--- src/uvs_pkg.sv ---
package uvs_pkg;

   localparam int INDEX_BITS       = 10;
   localparam int RADIUS_BITS      = 16;
   localparam int VNUM_BITS        = 21;
   localparam int PHASE_BITS       = 32;
   localparam int TEX_BITS         = 15;
   localparam int DIV_PER_STAGE    = 4;
   localparam int DIV_STAGES       = PHASE_BITS / DIV_PER_STAGE;
   localparam int CORDIC_STEPS     = 16;
   localparam int CORDIC_PER_STAGE = 2;
   localparam int CORDIC_STAGES    = CORDIC_STEPS / CORDIC_PER_STAGE;
   localparam int CORDIC_W         = 34;
   localparam int PROD_STAGES      = 4;
   localparam int TEX_LAT          = CORDIC_STAGES + 2 + PROD_STAGES;
   localparam int BACK_LAT         = DIV_STAGES + TEX_LAT;
   localparam int QUEUE_DEPTH      = 32;
   localparam int QUEUE_AW         = 5;

   localparam logic [31:0] CORDIC_GAIN = 32'd652032874;
   localparam logic [31:0] QUARTER_TURN = 32'h4000_0000;

   localparam logic [31:0] ATAN_TURNS [24] = '{
      32'd536870912, 32'd316933406, 32'd167458907, 32'd85004756, 32'd42667331,
      32'd21354465, 32'd10679838, 32'd5340245, 32'd2670163, 32'd1335087,
      32'd667544, 32'd333772, 32'd166886, 32'd83443, 32'd41722, 32'd20861,
      32'd10430, 32'd5215, 32'd2608, 32'd1304, 32'd652, 32'd326, 32'd163, 32'd81
   };

   typedef enum logic [1:0] {
      CSR_SECTORS = 2'd0,
      CSR_STACKS  = 2'd1,
      CSR_RADIUS  = 2'd2
   } csr_index_type;

   typedef struct packed {
      logic [INDEX_BITS:0] d_ph;
      logic [INDEX_BITS:0] h_ph;
      logic [INDEX_BITS:0] d_tx;
      logic [INDEX_BITS:0] h_tx;
   } div_cfg_type;

   typedef struct packed {
      div_cfg_type             st;
      div_cfg_type             se;
      logic [RADIUS_BITS-1:0]  radius;
   } cfg_type;

   typedef struct packed {
      logic [VNUM_BITS-1:0] k1;
      logic [VNUM_BITS-1:0] k2;
      logic                 up;
      logic                 lo;
   } side_type;

   typedef struct packed {
      logic signed [15:0]   pos_x;
      logic signed [15:0]   pos_y;
      logic signed [15:0]   pos_z;
      logic [15:0]          tex_u;
      logic [15:0]          tex_v;
      logic signed [15:0]   norm_x;
      logic signed [15:0]   norm_y;
      logic signed [15:0]   norm_z;
      side_type             side;
   } rsp_type;

   function automatic logic signed [15:0] sat_pos(input logic signed [48:0] p);
      logic signed [48:0] r;
      r = (p + 49'sd536870912) >>> 30;
      if (r > 49'sd32767) return 16'sd32767;
      if (r < -49'sd32768) return -16'sd32768;
      return r[15:0];
   endfunction

   function automatic logic signed [15:0] sat_norm(input logic signed [31:0] u);
      logic signed [31:0] r;
      r = (u + 32'sd32768) >>> 16;
      if (r > 32'sd16384) return 16'sd16384;
      if (r < -32'sd16384) return -16'sd16384;
      return r[15:0];
   endfunction

endpackage

--- src/uvs_front.sv ---
module uvs_front (
   input  logic                             clock,
   input  logic                             reset,
   input  logic                             accept,
   input  logic [uvs_pkg::INDEX_BITS-1:0]   stack_index,
   input  logic [uvs_pkg::INDEX_BITS-1:0]   sector_index,
   input  logic                             csr_valid,
   input  logic [1:0]                       csr_index,
   input  logic [uvs_pkg::RADIUS_BITS-1:0]  csr_data,
   output logic                             csr_ready,
   output uvs_pkg::cfg_type                 cfg,
   output logic                             item_valid,
   output logic [uvs_pkg::INDEX_BITS-1:0]   item_i,
   output logic [uvs_pkg::INDEX_BITS-1:0]   item_j,
   output uvs_pkg::side_type                item_side
);
   import uvs_pkg::*;

   logic [INDEX_BITS-1:0]  sector_count_ff;
   logic [INDEX_BITS-1:0]  stack_count_ff;
   logic [RADIUS_BITS-1:0] radius_ff;
   logic [INDEX_BITS-1:0]  sectors;
   logic [INDEX_BITS-1:0]  stacks;
   logic [INDEX_BITS-1:0]  i_in;
   logic [INDEX_BITS-1:0]  j_in;
   logic                   in_grid;
   side_type               side_in;
   logic                   valid_ff;
   logic [INDEX_BITS-1:0]  i_ff;
   logic [INDEX_BITS-1:0]  j_ff;
   side_type               side_ff;

   assign csr_ready = 1'b1;

   always_ff @(posedge clock) begin
      if (reset) begin
         sector_count_ff <= INDEX_BITS'(36);
         stack_count_ff  <= INDEX_BITS'(18);
         radius_ff       <= RADIUS_BITS'(4096);
      end else if (csr_valid) begin
         unique case (csr_index)
            CSR_SECTORS: sector_count_ff <= csr_data[INDEX_BITS-1:0];
            CSR_STACKS:  stack_count_ff  <= csr_data[INDEX_BITS-1:0];
            CSR_RADIUS:  radius_ff       <= csr_data;
            default: ;
         endcase
      end
   end

   assign sectors = (sector_count_ff < INDEX_BITS'(3)) ? INDEX_BITS'(3) : sector_count_ff;
   assign stacks  = (stack_count_ff < INDEX_BITS'(2)) ? INDEX_BITS'(2) : stack_count_ff;

   // stack phase divides i*2^32 by 2*stacks so both axes share one divider shape
   assign cfg.se.d_ph = {1'b0, sectors};
   assign cfg.se.h_ph = {2'b0, sectors[INDEX_BITS-1:1]};
   assign cfg.se.d_tx = {1'b0, sectors};
   assign cfg.se.h_tx = {2'b0, sectors[INDEX_BITS-1:1]};
   assign cfg.st.d_ph = {stacks, 1'b0};
   assign cfg.st.h_ph = {1'b0, stacks[INDEX_BITS-1:1], 1'b0};
   assign cfg.st.d_tx = {1'b0, stacks};
   assign cfg.st.h_tx = {2'b0, stacks[INDEX_BITS-1:1]};
   assign cfg.radius  = radius_ff;

   assign i_in    = (stack_index > stacks) ? stacks : stack_index;
   assign j_in    = (sector_index > sectors) ? sectors : sector_index;
   assign in_grid = (i_in < stacks) && (j_in < sectors);

   always_comb begin
      side_in.k1 = VNUM_BITS'(i_in) * VNUM_BITS'({1'b0, sectors} + 11'd1)
                   + VNUM_BITS'(j_in);
      side_in.k2 = side_in.k1 + VNUM_BITS'(sectors) + VNUM_BITS'(1);
      side_in.up = in_grid && (i_in != '0);
      side_in.lo = in_grid && (i_in != stacks - INDEX_BITS'(1));
   end

   always_ff @(posedge clock) begin
      if (reset) begin
         valid_ff <= 1'b0;
      end else begin
         valid_ff <= accept;
      end
   end

   always_ff @(posedge clock) begin
      i_ff    <= i_in;
      j_ff    <= j_in;
      side_ff <= side_in;
   end

   assign item_valid = valid_ff;
   assign item_i     = i_ff;
   assign item_j     = j_ff;
   assign item_side  = side_ff;

endmodule

--- config.mk ---
export PLATFORM = sky130hd
export DESIGN_NAME = uvs_front
export DESIGN_NICKNAME = d
export VERILOG_FILES = /design/src/uvs_pkg.sv /design/src/uvs_front.sv
export SDC_FILE = /design/constraint.sdc
export NUM_CORES = 1
export LEC_CHECK = 0
export BUFFER_PORTS_ARGS = -buffer_cell sky130_fd_sc_hd__buf_2
export CAP_MARGIN = 20
export CORE_MARGIN = 1.5
export CORE_UTILIZATION = 45
export CTS_BUF_LIST = sky130_fd_sc_hd__clkbuf_16
export CTS_CLUSTER_SIZE = 25
export DETAILED_ROUTE_END_ITERATION = 7
export GPL_TIMING_DRIVEN = 0
export PLACE_DENSITY = 0.71
export SETUP_SLACK_MARGIN = 0.1
export SLEW_MARGIN = 20
export SYNTH_ARGS = -nofsm -noshare
export SYNTH_HDL_FRONTEND = slang
export SYNTH_SLANG_ARGS = --single-unit
export TNS_END_PERCENT = 30
--- constraint.sdc ---
create_clock -name clock -period 8.37 [get_ports clock]
set_input_delay 1.674 -clock clock [delete_from_list [all_inputs] [get_ports clock]]
set_output_delay 1.674 -clock clock [all_outputs]
set_load 0.1 [all_outputs]
==> results.cfg <==
[final_layout]
multi_input_area_um2 = 6486
drive_above_1_share = 0.2955
regArea_um2 = 2022
diodes = 0
fin_area_um2 = 11730
nets = 1576
areaGrowthSynthToFinish_pct = 25.43
fin_util = 0.5779
fillers = 1832

[floorplan]
fp.dieH_um = 147.2
die_w_um = 147.2
pin_count = 212
rows = 52
coreArea_um2 = 20300
start_util = 0.4607
dieArea_um2 = 21660

[timing]
finalSetupViolCount = 0
fin_skew_ns = 0.01329
rsz0062_at_grt = false
fmax_ghz = 0.1241
finalCritPeriodShare = 0.9628
slew_violations = 0
whs_ns = 0.4570
layout_setup_ws_ns = 0.3115
worst_slew_pin_slew_ns = 0.7623
period_needed_ns = 8.058
finalHoldViolCount = 0
relSlewSlack = 0.4864

[synthesis]
yosys-top-cells-count = inv_1 (145), nand2_1 (121), ha_1 (111)
ys_ff_latch = 101
ys_types = 66
synthesis.area_um2 = 9353
synth_most_common_cell = inv_1
synth_top_area_cell = dfxtp_1
syn_area_per_cell_um2 = 8.612
syn_inst = 1086
yosys_warnings = 0
ys_async_sr_fraction = 0
synth_seq_area_share = 0.2162
synth_ff_type = dfxtp_1
synth_top_area_frac = 0.2162
synth_area_leaders = dfxtp_1 (22%), fa_1 (17%), ha_1 (15%)
synth-edff-count = 0

[clocking]
insertion_delay_ns = 0.37
clkSinkCount = 101
cts_buffer_depth = 2
h-tree-depth = 3
path_clk_slew_ns = 0.09
cts_tree = yes
cts_root_buf = clkbuf_16
cts_buffers = 9

[detailed_routing]
vias = 8126
drtIter0Drc = 473
drc = 0
wire_per_inst_um = 15.47
vias_per_cell = 5.025
firstDrtPassIters = 5
drt-total-wl_um = 25020
antenna_left = 0

[worst_setup_path]
crit_path_max_incr_delay_ns = 0.57
crit_family = adder cells
critPathBufInv = 6
reg2regPathDepth = 31
reg2reg_slack_ns = 0.49
crit_top_cell = fa_1
cp.arrival_ns = 8.32
crit_fanout = 8
cpMaxStageDelayCell = fa_1
start_kind = primary input
cp-startpoint = stack_index[6]
critPathKind = in2reg
critPathRequiredTime_ns = 8.63
cp-end-kind = register
r2r_end = item_side[22]
timing.rr.start = stack_count_ff[2]

[grt]
grt.total_usage = 0.2372
grt_overflow = 0
antenna_found_initial = 0
grt_pass1_vias = 8039
grt_max_degree = 22
grt_pass1_wl_um = 40870

[placed_design]
port-buffer-count = 197
post_dp_cell_area_um2 = 10820
place_congestion = 0.9315
hpwl_um = 19730
dpl_worst_slack_ns = -1.047

[hold_path]
hold_path.class = reg2reg
holdPathEnd = radius_ff[4]
hold_depth = 2
worstHoldStart = radius_ff[4]

[job]
cap_violations = 0

[power]
vdd_ir_drop_max_v = 0.0001836
power.leakage_nw = 6.132
report.power.total_mw = 3.323
p_per_area_nw_per_um2 = 283.3

[run_status]
status = completed
power breakdown:
part	internal [mW]	switching [mW]	leakage (nW)
sequential	0.588	0.0252	0.834
combinational	0.714	1.55	5.15
clock	0.216	0.228	0.153
total	1.52	1.80	6.13
layout make-up:
type / instances / area share
inverters: 148 / 0.04874
repair buffers: 236 / 0.1107
clock buffers: 9 / 0.01920
flip-flops and latches: 101 / 0.1724
well taps: 270 / 0.02880
plain buffers: 107 / 0.05994
multi-input cells: 739 / 0.5529
clock inverters: 7 / 0.007359
placed cells by master, fill, tap and decap left out, drive strengths merged, types with 12 or more instances in the layout:
master,count
nor2,102
xnor2,52
nand4,12
nand3,18
xor2,12
a21oi,58
mux2i,16
inv,149
ha,111
and2,12
o21ai,30
clkbuf,42
dfxtp,101
a21o,12
buf,310
fa,81
conb,13
nand2,121
cells by family after synthesis:
kind of cell,Yosys count,synth area share
AOI/OAI and AO/OA,142,0.09873
adders and majority gates,192,0.3219
muxes,18,0.01993
DFF,101,0.2162
other,2,0.0008030
buffers and inverters,257,0.1330
and+or+nand+nor,310,0.1488
xor gates and xnor gates,64,0.06074
worst max path at each step:
stage                                to  cells after the start
final                     item_side[22]                     28
after global routing      item_side[16]                     33
after CTS                 item_side[22]                     28
after detailed placement  item_side[22]                     34
after global placement    item_side[22]                     34
after floorplan           item_side[22]                     32
sequential cells by signal, summed over array words and instances (netlist names):
| name | flops |
|---|---|
| stack_count_ff | 10 |
| item_j | 10 |
| radius_ff | 16 |
| item_i | 10 |
| sector_count_ff | 10 |
| item_side | 44 |
| item_valid | 1 |
per-layer routing:
metal,vias up,wire length (um),global-route usage
met4,0,656,0.07500
met3,53,1689,0.03851
met2,292,12230,0.4101
li1,3925,-,-
met5,-,0,0
met1,3856,10450,0.3025
worst register-to-register path, delay by kind of cell, from the launching register on:
| family | cells | cell delay [ns] |
|---|---|---|
| fa+ha+maj | 7 | 3.23 |
| flops | 1 | 0.41 |
| compound gates | 5 | 1.02 |
| mux | 1 | 0.29 |
| buf+inv | 6 | 0.70 |
| simple gates | 10 | 1.78 |
| xor+xnor | 2 | 0.34 |
through the flow:
stage / std cells / TNS (ns)
after floorplan: 1097 / 0
after global placement: 1564 / -11.80
after detailed placement: 1564 / -13.09
after CTS: 1597 / 0
after global routing: 1617 / 0
final: 1617 / 0
timing repair:
action | CTS | global route
endpoints found under the setup margin | 17 | 13
gates resized for setup | 24 | 42
pin swaps | 11 | 17
setup buffers | 17 | 22
hold buffers | 0 | 0
No activity file was read; power rests on OpenSTA's default activity.
